**src/hdl/prl_pkg.sv**
```systemverilog
// shared types and constants for the pump ramp leg sequencer
// no dependencies; used by prl_leg_mem and pump_ramp_leg_sequencer_unit
package prl_pkg;

    // default table depth
    localparam int MAX_LEGS_DEF = 8;

    // beat widths on the two stream sides
    localparam int IN_DATA_W  = 128;
    localparam int IN_USER_W  = 2;
    localparam int OUT_DATA_W = 16;

    // request kinds carried in the input tuser
    typedef enum logic [1:0] {
        REQ_TICK    = 2'd0,
        REQ_WRITE   = 2'd1,
        REQ_RESTART = 2'd2,
        REQ_NONE    = 2'd3
    } t_req;

    // one stored leg
    typedef struct packed {
        logic [7:0]        start;
        logic signed [8:0] delta;
        logic [31:0]       timeout;
        logic              action;
        logic              trigger;
    } t_leg;

endpackage

```
**src/hdl/prl_leg_mem.sv**
```systemverilog
// leg table memory: one write port, one registered read port
// entries read as zero until written since reset; uses prl_pkg
module prl_leg_mem
    import prl_pkg::*;
#(
    parameter int MAX_LEGS = MAX_LEGS_DEF,
    localparam int LW = (MAX_LEGS > 1) ? $clog2(MAX_LEGS) : 1
) (
    input  logic          i_clk,
    input  logic          i_rst_n,
    input  logic          i_wr_en,
    input  logic [LW-1:0] i_wr_addr,
    input  t_leg          i_wr_data,
    input  logic          i_rd_en,
    input  logic [LW-1:0] i_rd_addr,
    output t_leg          o_rd_data
);

    t_leg                r_mem [MAX_LEGS];
    logic [MAX_LEGS-1:0] r_valid;
    t_leg                r_rd_data;
    logic                r_rd_valid;

    // valid bits, cleared by reset
    always_ff @(posedge i_clk) begin
        if (!i_rst_n) begin
            r_valid <= '0;
        end else if (i_wr_en) begin
            r_valid[i_wr_addr] <= 1'b1;
        end
    end

    // storage and registered read
    always_ff @(posedge i_clk) begin
        if (i_wr_en) begin
            r_mem[i_wr_addr] <= i_wr_data;
        end
        if (i_rd_en) begin
            r_rd_data  <= r_mem[i_rd_addr];
            r_rd_valid <= r_valid[i_rd_addr];
        end
    end

    assign o_rd_data = r_rd_valid ? r_rd_data : '0;

endmodule

```
**src/hdl/prl_addsub.sv**
```systemverilog
// shared 64-bit adder / subtractor for the arithmetic steps
// no dependencies
module prl_addsub (
    input  logic [63:0] i_a,
    input  logic [63:0] i_b,
    input  logic        i_sub,
    output logic [63:0] o_sum,
    output logic        o_carry
);

    logic [64:0] sum;

    // subtract as a + ~b + 1; carry out set means no borrow
    assign sum     = {1'b0, i_a} + {1'b0, (i_sub ? ~i_b : i_b)} + {64'b0, i_sub};
    assign o_sum   = sum[63:0];
    assign o_carry = sum[64];

endmodule

```
**src/hdl/pump_ramp_leg_sequencer_unit.sv**
```systemverilog
// top level of the pump ramp leg sequencer: streams, register port, step sequencer
// uses prl_pkg, prl_leg_mem, prl_addsub
// Write, restart and no-op requests and ticks with no leg to run skip the step sequence;
// a running ramp tick may pass memory read, leg decode, end time, remaining time, compare,
// elapsed time, multiply, 9 restoring divide steps on the shared adder, rounding, advance.
// Throughput: one item at a time; input ready only in idle with no result pending.
// Reset: synchronous active low; clears leg valid bits, state and output valid, leg count 1.
module pump_ramp_leg_sequencer_unit
    import prl_pkg::*;
#(
    parameter int MAX_LEGS = MAX_LEGS_DEF
) (
    input  logic                  i_clk,
    input  logic                  i_rst_n,
    // register port
    input  logic                  psel,
    input  logic                  penable,
    input  logic                  pwrite,
    input  logic [2:0]            paddr,
    input  logic [31:0]           pwdata,
    output logic [31:0]           prdata,
    output logic                  pready,
    // input beats
    input  logic                  s_axis_tvalid,
    output logic                  s_axis_tready,
    // now_us, trigger_hit, leg_index, leg_start_power, leg_end_power,
    // leg_timeout_us, leg_is_action, leg_uses_trigger, zero fill
    input  logic [IN_DATA_W-1:0]  s_axis_tdata,
    // req_type
    input  logic [IN_USER_W-1:0]  s_axis_tuser,
    // result beats
    output logic                  m_axis_tvalid,
    input  logic                  m_axis_tready,
    // pump_setting, pump_changed, routine_finished, action_strobe, active_leg, status
    output logic [OUT_DATA_W-1:0] m_axis_tdata
);

    localparam int LW = (MAX_LEGS > 1) ? $clog2(MAX_LEGS) : 1;

    typedef enum logic [10:0] {
        S_IDLE = 11'b000_0000_0001,
        S_READ = 11'b000_0000_0010,
        S_LEG  = 11'b000_0000_0100,
        S_END  = 11'b000_0000_1000,
        S_REM  = 11'b000_0001_0000,
        S_CMP  = 11'b000_0010_0000,
        S_EL   = 11'b000_0100_0000,
        S_MUL  = 11'b000_1000_0000,
        S_DIV  = 11'b001_0000_0000,
        S_FIN  = 11'b010_0000_0000,
        S_ADV  = 11'b100_0000_0000
    } t_state;

    // input beat fields
    t_req        in_req;
    logic [63:0] in_now;
    logic        in_trig;
    logic [7:0]  in_idx;
    logic [7:0]  in_sp;
    logic [7:0]  in_ep;
    logic [31:0] in_to;
    logic        in_act;
    logic        in_ut;

    assign in_req  = t_req'(s_axis_tuser[1:0]);
    assign in_now  = s_axis_tdata[63:0];
    assign in_trig = s_axis_tdata[64];
    assign in_idx  = s_axis_tdata[72:65];
    assign in_sp   = s_axis_tdata[80:73];
    assign in_ep   = s_axis_tdata[88:81];
    assign in_to   = s_axis_tdata[120:89];
    assign in_act  = s_axis_tdata[121];
    assign in_ut   = s_axis_tdata[122];

    // control registers
    t_state      r_state, n_state;
    logic [3:0]  r_num_legs;
    logic [3:0]  r_cur, n_cur;
    logic        r_started, n_started;
    logic [63:0] r_end, n_end;
    logic [7:0]  r_pump, n_pump;
    logic        r_changed, n_changed;
    logic        r_done, n_done;
    logic        r_ovalid, n_ovalid;
    logic        r_out_pend, n_out_pend;

    // payload registers
    logic [63:0] r_now, n_now;
    logic        r_trig, n_trig;
    logic        r_strobe, n_strobe;
    logic        r_status, n_status;
    logic [63:0] r_rem, n_rem;
    logic        r_le, n_le;
    logic [31:0] r_el, n_el;
    logic [40:0] r_mag, n_mag;
    logic [39:0] r_dvs, n_dvs;
    logic [8:0]  r_q, n_q;
    logic [3:0]  r_k, n_k;
    logic [OUT_DATA_W-1:0] r_out, n_out;

    // shared adder hookup
    logic [63:0] alu_a, alu_b, alu_sum;
    logic        alu_sub, alu_carry;

    // leg table hookup
    logic          mem_wr_en, mem_rd_en;
    t_leg          mem_wr_data, ent;

    logic [3:0]  cnt;
    logic [8:0]  d_u, d_abs;
    logic [8:0]  qc;
    logic        ended;
    logic        accept;

    // leg count in use
    assign cnt = (int'(r_num_legs) < MAX_LEGS) ? r_num_legs : 4'(MAX_LEGS);

    // register port
    assign pready = 1'b1;
    assign prdata = (paddr[2] == 1'b0) ? {28'b0, r_num_legs} : 32'b0;

    always_ff @(posedge i_clk) begin
        if (!i_rst_n) begin
            r_num_legs <= 4'd1;
        end else if (psel && penable && pwrite && pready && (paddr[2] == 1'b0)) begin
            r_num_legs <= pwdata[3:0];
        end
    end

    // stream handshakes
    assign s_axis_tready = (r_state == S_IDLE) && !r_out_pend;
    assign accept        = s_axis_tvalid && s_axis_tready;
    assign m_axis_tvalid = r_ovalid;
    assign m_axis_tdata  = r_out;

    // leg write data
    always_comb begin
        mem_wr_data.start   = in_sp;
        mem_wr_data.action  = in_act;
        mem_wr_data.delta   = in_act ? 9'sd0 : $signed({1'b0, in_ep} - {1'b0, in_sp});
        mem_wr_data.timeout = in_act ? 32'd0 : in_to;
        mem_wr_data.trigger = in_act ? 1'b0 : in_ut;
    end

    prl_leg_mem #(
        .MAX_LEGS (MAX_LEGS)
    ) u_mem (
        .i_clk     (i_clk),
        .i_rst_n   (i_rst_n),
        .i_wr_en   (mem_wr_en),
        .i_wr_addr (LW'(in_idx)),
        .i_wr_data (mem_wr_data),
        .i_rd_en   (mem_rd_en),
        .i_rd_addr (LW'(r_cur)),
        .o_rd_data (ent)
    );

    prl_addsub u_alu (
        .i_a     (alu_a),
        .i_b     (alu_b),
        .i_sub   (alu_sub),
        .o_sum   (alu_sum),
        .o_carry (alu_carry)
    );

    // delta magnitude and rounded quotient
    assign d_u   = ent.delta;
    assign d_abs = d_u[8] ? (~d_u + 9'd1) : d_u;
    assign qc    = r_q + {8'b0, (d_u[8] && (r_mag != 41'd0))};
    assign ended = ent.action || r_le || (ent.trigger && r_trig);

    // step sequencer
    always_comb begin
        n_state    = r_state;
        n_cur      = r_cur;
        n_started  = r_started;
        n_end      = r_end;
        n_pump     = r_pump;
        n_changed  = r_changed;
        n_done     = r_done;
        n_ovalid   = r_ovalid;
        n_out_pend = r_out_pend;
        n_now      = r_now;
        n_trig     = r_trig;
        n_strobe   = r_strobe;
        n_status   = r_status;
        n_rem      = r_rem;
        n_le       = r_le;
        n_el       = r_el;
        n_mag      = r_mag;
        n_dvs      = r_dvs;
        n_q        = r_q;
        n_k        = r_k;
        n_out      = r_out;
        alu_a      = r_now;
        alu_b      = 64'd0;
        alu_sub    = 1'b0;
        mem_wr_en  = 1'b0;
        mem_rd_en  = 1'b0;

        // result beat taken downstream
        if (r_ovalid && m_axis_tready) begin
            n_ovalid = 1'b0;
        end

        case (r_state)
            S_IDLE: begin
                // load the finished result into the output register
                if (r_out_pend && (!r_ovalid || m_axis_tready)) begin
                    n_ovalid   = 1'b1;
                    n_out_pend = 1'b0;
                    n_out      = {r_status, r_cur, r_strobe, r_done, r_changed, r_pump};
                end
                if (accept) begin
                    n_now      = in_now;
                    n_trig     = in_trig;
                    n_strobe   = 1'b0;
                    n_status   = 1'b0;
                    n_out_pend = 1'b1;
                    case (in_req)
                        REQ_TICK: begin
                            if (r_done) begin
                                n_pump = 8'd0;
                            end else if (r_cur >= cnt) begin
                                n_done = 1'b1;
                                n_pump = 8'd0;
                            end else begin
                                n_out_pend = 1'b0;
                                n_state    = S_READ;
                            end
                        end
                        REQ_WRITE: begin
                            if (in_idx >= {4'b0, cnt}) begin
                                n_status = 1'b1;
                            end else begin
                                mem_wr_en = 1'b1;
                                if (in_idx == {4'b0, r_cur}) begin
                                    n_started = 1'b0;
                                end
                            end
                        end
                        REQ_RESTART: begin
                            n_cur     = 4'd0;
                            n_started = 1'b0;
                            n_pump    = 8'd0;
                            n_changed = 1'b0;
                            n_done    = 1'b0;
                        end
                        default: begin
                        end
                    endcase
                end
            end
            S_READ: begin
                mem_rd_en = 1'b1;
                n_state   = S_LEG;
            end
            S_LEG: begin
                if (ent.action) begin
                    n_pump    = ent.start;
                    n_changed = 1'b1;
                    n_strobe  = 1'b1;
                    n_state   = S_ADV;
                end else if (!r_started) begin
                    n_state = S_END;
                end else begin
                    n_changed = 1'b0;
                    n_state   = S_REM;
                end
            end
            // end time = now + timeout, saturating
            S_END: begin
                alu_a     = r_now;
                alu_b     = {32'b0, ent.timeout};
                n_end     = alu_carry ? {64{1'b1}} : alu_sum;
                n_started = 1'b1;
                n_changed = 1'b1;
                n_state   = S_REM;
            end
            // remaining time = end - now
            S_REM: begin
                alu_a   = r_end;
                alu_b   = r_now;
                alu_sub = 1'b1;
                n_rem   = alu_sum;
                n_le    = !(alu_carry && (alu_sum != 64'd0));
                if (ent.delta == 9'sd0) begin
                    n_pump  = ent.start;
                    n_state = S_ADV;
                end else begin
                    n_changed = 1'b1;
                    if (!(alu_carry && (alu_sum != 64'd0))) begin
                        n_pump  = ent.start + d_u[7:0];
                        n_state = S_ADV;
                    end else begin
                        n_state = S_CMP;
                    end
                end
            end
            // remaining below timeout, else no elapsed time
            S_CMP: begin
                alu_a   = r_rem;
                alu_b   = {32'b0, ent.timeout};
                alu_sub = 1'b1;
                if (alu_carry) begin
                    n_pump  = ent.start;
                    n_state = S_ADV;
                end else begin
                    n_state = S_EL;
                end
            end
            // elapsed = timeout - remaining
            S_EL: begin
                alu_a   = {32'b0, ent.timeout};
                alu_b   = r_rem;
                alu_sub = 1'b1;
                n_el    = alu_sum[31:0];
                n_state = S_MUL;
            end
            S_MUL: begin
                n_mag   = {32'b0, d_abs} * {9'b0, r_el};
                n_dvs   = {ent.timeout, 8'b0};
                n_q     = 9'd0;
                n_k     = 4'd8;
                n_state = S_DIV;
            end
            // restoring divide, one quotient bit a step, quotient below 512
            S_DIV: begin
                alu_a   = {23'b0, r_mag};
                alu_b   = {24'b0, r_dvs};
                alu_sub = 1'b1;
                if (alu_carry) begin
                    n_mag         = alu_sum[40:0];
                    n_q[r_k[3:0]] = 1'b1;
                end
                n_dvs = r_dvs >> 1;
                if (r_k == 4'd0) begin
                    n_state = S_FIN;
                end else begin
                    n_k = r_k - 4'd1;
                end
            end
            // floor for rising ramps, ceiling of magnitude for falling ones
            S_FIN: begin
                n_pump  = d_u[8] ? (ent.start - qc[7:0]) : (ent.start + qc[7:0]);
                n_state = S_ADV;
            end
            S_ADV: begin
                if (ended) begin
                    n_cur     = r_cur + 4'd1;
                    n_started = 1'b0;
                    if (({1'b0, r_cur} + 5'd1) >= {1'b0, cnt}) begin
                        n_done = 1'b1;
                        n_pump = 8'd0;
                    end
                end
                n_out_pend = 1'b1;
                n_state    = S_IDLE;
            end
            default: begin
                n_state = S_IDLE;
            end
        endcase
    end

    // control state
    always_ff @(posedge i_clk) begin
        if (!i_rst_n) begin
            r_state    <= S_IDLE;
            r_cur      <= 4'd0;
            r_started  <= 1'b0;
            r_end      <= 64'd0;
            r_pump     <= 8'd0;
            r_changed  <= 1'b0;
            r_done     <= 1'b0;
            r_ovalid   <= 1'b0;
            r_out_pend <= 1'b0;
        end else begin
            r_state    <= n_state;
            r_cur      <= n_cur;
            r_started  <= n_started;
            r_end      <= n_end;
            r_pump     <= n_pump;
            r_changed  <= n_changed;
            r_done     <= n_done;
            r_ovalid   <= n_ovalid;
            r_out_pend <= n_out_pend;
        end
    end

    // working data
    always_ff @(posedge i_clk) begin
        r_now    <= n_now;
        r_trig   <= n_trig;
        r_strobe <= n_strobe;
        r_status <= n_status;
        r_rem    <= n_rem;
        r_le     <= n_le;
        r_el     <= n_el;
        r_mag    <= n_mag;
        r_dvs    <= n_dvs;
        r_q      <= n_q;
        r_k      <= n_k;
        r_out    <= n_out;
    end

endmodule

```
**config.mk**
```make
export PLATFORM = sky130hd
export DESIGN_NAME = pump_ramp_leg_sequencer_unit
export DESIGN_NICKNAME = d
export VERILOG_FILES = /design/src/hdl/prl_pkg.sv /design/src/hdl/prl_leg_mem.sv /design/src/hdl/prl_addsub.sv /design/src/hdl/pump_ramp_leg_sequencer_unit.sv
export SDC_FILE = /design/constraint.sdc
export NUM_CORES = 2
export LEC_CHECK = 0
export ABC_AREA = 1
export BUFFER_PORTS_ARGS = -buffer_cell sky130_fd_sc_hd__buf_2
export CAP_MARGIN = 30
export CELL_PAD_IN_SITES_DETAIL_PLACEMENT = 0
export CELL_PAD_IN_SITES_GLOBAL_PLACEMENT = 2
export CORE_MARGIN = 10
export CORE_UTILIZATION = 40
export DETAILED_ROUTE_END_ITERATION = 8
export PLACE_DENSITY = 0.84
export SLEW_MARGIN = 20
export SYNTH_ARGS = -nofsm -noshare
export SYNTH_HDL_FRONTEND = slang
export SYNTH_SLANG_ARGS = --single-unit
```
**constraint.sdc**
```tcl
create_clock -name i_clk -period 7.9 [get_ports i_clk]
set_input_delay 2.37 -clock i_clk [delete_from_list [all_inputs] [get_ports i_clk]]
set_output_delay 2.37 -clock i_clk [all_outputs]
set_load 0.01 [all_outputs]
```
# After elaboration in Yosys (flattened, before gate mapping)
# Memories as Yosys holds them, arrays and structs flattened. A register that Yosys moved wholly into a read port is not among the register bits.
# Index checks and enable logic that the tools add are counted.
# word_totals
ff_bits	379
mem_bits_rw	408
wordCells	218
out_inout_bits	51
mem_bits_ro	0
n_memories	1
latchBits	0
# classes
multipliers	1
bitwise_logic	5
order_cmp	9
div_mod_pow	0
n_eq_ne	35
add_sub_neg	11
n_reduce_logical	43
shifts	0
n_mux	89
# mem_list
memory	depth	width	read_ports	rd_clocked_by_memory_dff	wr	line_no	source
u_mem.r_mem	8	51	1	1	1	prl_leg_mem.sv:19	t_leg r_mem [MAX_LEGS];
# op_table
operator	count
64-bit one-hot mux with 4 select lines	2
64-bit 2-to-1 mux	2
11-bit one-hot mux with 10 select lines	1
11-bit 2-to-1 mux	9
41-bit one-hot mux with 2 select lines	1
8-bit 2-to-1 mux	10
40-bit one-hot mux with 2 select lines	1
64-bit by 64-bit adder with 65-bit output	1
65-bit by 1-bit adder with 65-bit output	1
64-bit NOT	1
64-bit nonzero test	1
51-bit 2-to-1 mux	1
8-bit one-hot mux with 6 select lines	1
9-bit by 32-bit multiplier with 41-bit output	1
41-bit 2-to-1 mux	1
41-bit nonzero test	1
1-bit 2-to-1 mux	35
32-bit 2-to-1 mux	1
9-bit 2-to-1 mux	3
4-bit 2-to-1 mux	6
2-bit != test (second input constant)	9
9-bit one-hot mux with 2 select lines	1
8-bit adder	2
4-bit one-hot mux with 2 select lines	2
64 further kinds	99

# Longest topological paths before layout
# logic_depth
ltp_word	12
mapped_depth	40
ltp_nobuf	38

# Hierarchy
# From an unflattened synthesis, not the netlist that was laid out.
# unflattened
hier_cells	6457
area_unflattened_um2	53786.6
# modules_own_cells
module	instances	cells_each	area_each_um2
pump_ramp_leg_sequencer_unit	1	3274	27619.0
prl_leg_mem	1	1994	20108.0
prl_addsub	1	1189	6059.6

# Least setup slack after synthesis
# Ideal clock, no wire load.
# synth_timing
kind	flip-flop to flip-flop
start	register r_state[2]
end	register r_mag[0] (enable)
path_slack_ns	1.228
setup_time_ns	0.403
t_required_ns	7.497
path_buffers	3
period_less_slack_ns	6.672
path_stages_with_launch	23
arrival_ns	6.269
cell_sequence	dfxtp_1 nor2_1 nand2_2 nor2_4 nand2_1 inv_1 clkbuf_1 clkbuf_1 buf_1 a211oi_1 ha_1 nand2_1 nor2_1 inv_1 nor2_1 nand2_1 nand2_1 nand2_1 nand2_1 a21oi_1 inv_1 o21ai_0 inv_1
# synth_via
elab_chain_cells	9
elab_cells_between_ends	18
# synth_rtl
item	line_no	source
from (decl)	pump_ramp_leg_sequencer_unit.sv:76	t_state r_state, n_state;
from (signal assigned)	pump_ramp_leg_sequencer_unit.sv:379	r_state <= n_state;
11-bit by 6-bit equality test with 1-bit output / 11-bit by 4-bit equality test with 1-bit output (equally long branches)	pump_ramp_leg_sequencer_unit.sv:206	case (r_state)
2-bit OR reduction (no line)	-	
64-bit one-hot mux with 4 select lines	pump_ramp_leg_sequencer_unit.sv:206	
64-bit NOT	prl_addsub.sv:14	assign sum = {1'b0, i_a} + {1'b0, (i_sub ? ~i_b : i_b)} + {64'b0, i_sub};
64-bit 2-to-1 mux	prl_addsub.sv:14	
64-bit by 64-bit adder with 65-bit output	prl_addsub.sv:14	
65-bit by 1-bit adder with 65-bit output	prl_addsub.sv:14	
2-bit by 1-bit != test with 1-bit output (no line)	-	
2-bit AND reduction (no line) *	-	
to (signal assigned)	pump_ramp_leg_sequencer_unit.sv:400	r_mag <= n_mag;
to (decl)	pump_ramp_leg_sequencer_unit.sv:95	logic [40:0] r_mag, n_mag;
# Mark *: on every way between the ends. The rest lies on a longest branch, timed or not.
# A chain may end at the register's enable or synchronous reset.

# Worst setup path in the final report
# layout_timing
start	register u_mem.r_rd_valid
end	register r_mag[40], data pin
# layout_via
elab_chain_cells	8
elab_cells_between_ends	13
# layout_rtl
item	line_no	source
from (decl)	prl_leg_mem.sv:22	logic r_rd_valid;
from (signal assigned)	prl_leg_mem.sv:40	r_rd_valid <= r_valid[i_rd_addr];
51-bit 2-to-1 mux *	prl_leg_mem.sv:44	assign o_rd_data = r_rd_valid ? r_rd_data : '0;
parallel branches: the longest is 6 deep, another holds 9-bit by 32-bit multiplier with 41-bit output	-	
41-bit one-hot mux with 2 select lines *	pump_ramp_leg_sequencer_unit.sv:206	
via n_mag[40]	pump_ramp_leg_sequencer_unit.sv:95	
# Mark *: on every way through the listed nets, which the timed path passes. The select of a mux whose other input is x is not followed.

==> metrics.yaml <==
dpl_cell_area_um2: 52000
synth_seq_cells: 837
crit_top_cell: "nand2_1"
root_buffer: "clkbuf_16"
syn_inst: 5342
rr_worst_depth: 31
drtPass1Iterations: 5
io_buffers: 158
wl_per_cell_um: 21.7
final_util: 0.449
dp_cells: 6969
antenna_cells: 0
outcome: "completed"
critical-path-slowest-cell: "fa_1"
cp-end-kind: "flop"
worstHoldPathType: "reg -> reg"
gr-usage-all-layers: 0.221
hold_path_depth: 0
hp-start: "r_status$_SDFFCE_PP0P_"
timing.rr.end: "r_mag[40]$_DFFE_PP_"
synth_common_cells: "nand2_1, nor2_1, edfxtp_1, inv_1, o21ai_0"
drtAntennaViolNets: 0
drc: 0
nets: 5989
slew_violations: 0
synth_area_um2: 49400
period_needed_ns: 7.25
ir_drop_mv: 0.183
overflow: 0
final_cell_area_um2: 54900
cts_buffer_depth: 3
reg2reg_slack_ns: 0.65
place_congestion: 0.934
grt_pass1_vias: 37500
initial_core_util: 0.405
grt_start_max_net_pins: 179
post-synth-top-count-cell: "nand2_1"
p_per_area_nw_per_um2: 213
yosysTopAreaCellShare: 0.445
fin_worst_skew_ns: 0.0385
fin_cells: 7131
cts-buffers-inserted: 86
synth-seq-area-share: 0.487
postCtsHoldBufs: 0
antenna_found_initial: 10
dp_hpwl_um: 114000
synthToLayoutAreaGrowth_pct: 11.1
worstSetupPathType: "reg -> reg"
p_leak_uw: 0.0228
slowest_delay_ns: 0.55
grt_pass1_wl_um: 234000
drive_above_1_share: 0.0808
clkTransAtPathRegs_ns: 0.06
synth_edf_count: 733
min_to: "m_axis_tdata[15]$_DFFE_PP_"
finalHoldViolCount: 0
ys_types: 55
arrival_ns: 7.64
worst_ep_required_time_ns: 8.29
synthTopCellsByArea: "edfxtp_1, fa_1, nand2_1"
setup-tns-final_ns: 0
slew_headroom: 0.334
coreArea_um2: 122000
cts_max_level: 3
fmax_mhz: 138
rsz0062_at_grt: "false"
drv_cap: 0
rows: 128
dieArea_um2: 138000
cts_tree: "done"
cp_max_fo: 17
power_uw: 11700
fp.dieW_um: 372
postCtsSetupBuffers: 0
period_share: 0.918
viasPerCell: 5.36
cp-start-kind: "flop"
setup_violations: 0
vias: 38200
avgSynthCellArea_um2: 9.25
rr_startpoint: "u_mem.r_rd_valid$_DFFE_PP_"
die_height_um: 372
worstSkewPairLatency_ns: 0.67
worst_slew_pin_slew_ns: 0.991
ys.flop_type: "edfxtp_1"
finalWirelength_um: 155000
cts_sinks: 837
ioPinCount: 223
async_flop_share: 0
yosysTopAreaCell: "edfxtp_1"
yosysWarnings: 0
first_iter_violations: 3011
==> layout by cell type, fill, tap and decap left out, types with 8 or more instances in the layout <==
cell / count
xnor2_1: 18
ha_1: 167
o21ai_0: 457
nor2_1: 795
clkbuf_1: 21
nor4_1: 19
nor2_2: 11
nor2_4: 10
nand3_1: 114
or2_2: 16
fa_1: 215
a221oi_1: 75
conb_1: 29
nand2_1: 981
a31oi_1: 70
o22ai_1: 63
a211oi_1: 17
clkbuf_16: 87
buf_2: 160
clkinv_1: 12
o221ai_1: 40
a221o_1: 18
nand4_1: 21
o21a_1: 21
nand3b_1: 25
nand2_2: 15
bufinv_16: 8
dfxtp_1: 102
clkinv_2: 20
buf_4: 60
o211ai_1: 14
inv_1: 661
edfxtp_1: 733
nand2_4: 10
o21bai_1: 10
a21oi_1: 215
o2111ai_1: 32
nor3_1: 38
xor2_1: 53
==> repair_timing <==
item,4_1_cts,5_1_grt
gates resized for setup,0,4
setup endpoints to repair,0,1
endpoints found under the hold margin,0,0
==> where the power goes <==
group | internal [uW] | total [uW] | switching (uW)
logic | 792 | 2400 | 1610
clock network | 2360 | 4130 | 1770
registers | 5070 | 5160 | 94.1
total | 8220 | 11700 | 3470
==> cells by family after synthesis <==
kind of cell / synth area share
buf+inv: 0.0728
other cells: 0.000152
xor+xnor: 0.0134
flops: 0.487
compound gates: 0.127
simple gates: 0.170
fa+ha+maj: 0.129
==> per-layer routing <==
metal | global-route usage | part of all wire
met5 | 0 | 0.00011
met4 | 0.0653 | 0.029
met3 | 0.0345 | 0.065
met2 | 0.337 | 0.44
met1 | 0.321 | 0.47
==> how the worst max path moves through the flow <==
stage | from | cells past startpoint | endpoint
floorplan | r_state[2]$_SDFFE_PN0P_ | 22 | r_mag[0]$_DFFE_PP_
global placement | u_mem.r_rd_valid$_DFFE_PP_ | 28 | r_mag[29]$_DFFE_PP_
detailed placement | u_mem.r_rd_valid$_DFFE_PP_ | 28 | r_mag[29]$_DFFE_PP_
CTS | u_mem.r_rd_valid$_DFFE_PP_ | 28 | r_mag[29]$_DFFE_PP_
global route | u_mem.r_rd_valid$_DFFE_PP_ | 30 | r_mag[29]$_DFFE_PP_
finish | u_mem.r_rd_valid$_DFFE_PP_ | 31 | r_mag[40]$_DFFE_PP_
==> metrics by stage <==
stage,hold WS [ns],setup WS (ns)
5_1_grt,0.439,0.0259
3_3_place_gp,0.421,0.524
6_report,0.429,0.647
4_1_cts,0.431,0.397
3_5_place_dp,0.411,0.422
2_1_floorplan,0.400,1.23
==> critical path: cells and delay by family, from the launching register on <==
family / cells / cell delay, ns
fa+ha+maj: 5 / 2.42
compound gates: 6 / 1.25
buf+inv: 5 / 1.00
simple gates: 15 / 1.91
flops: 1 / 0.39
==> area by class of cell <==
cell class                 instances  area (um2)
fill                           11800       67300
sequential                       837       24100
multi-input combinational       3605       21900
inverter                         675        2550
clock buffer                     113        2320
tap                             1625        2030
timing repair buffer             230        1450
clock inverter                    46         518
==> state kept, by name (all words and copies together), names as in the netlist, 4 cells and up <==
name,flops
u_mem.r_rd_data,51
r_q,8
r_pump,8
u_mem.r_valid,8
m_axis_tdata,16
r_num_legs,4
r_k,4
r_cur,4
r_end,64
r_now,64
r_mag,41
r_el,32
r_state,11
r_dvs,40
r_rem,64
u_mem.r_mem,408
Power figures use the tool's default switching activity.
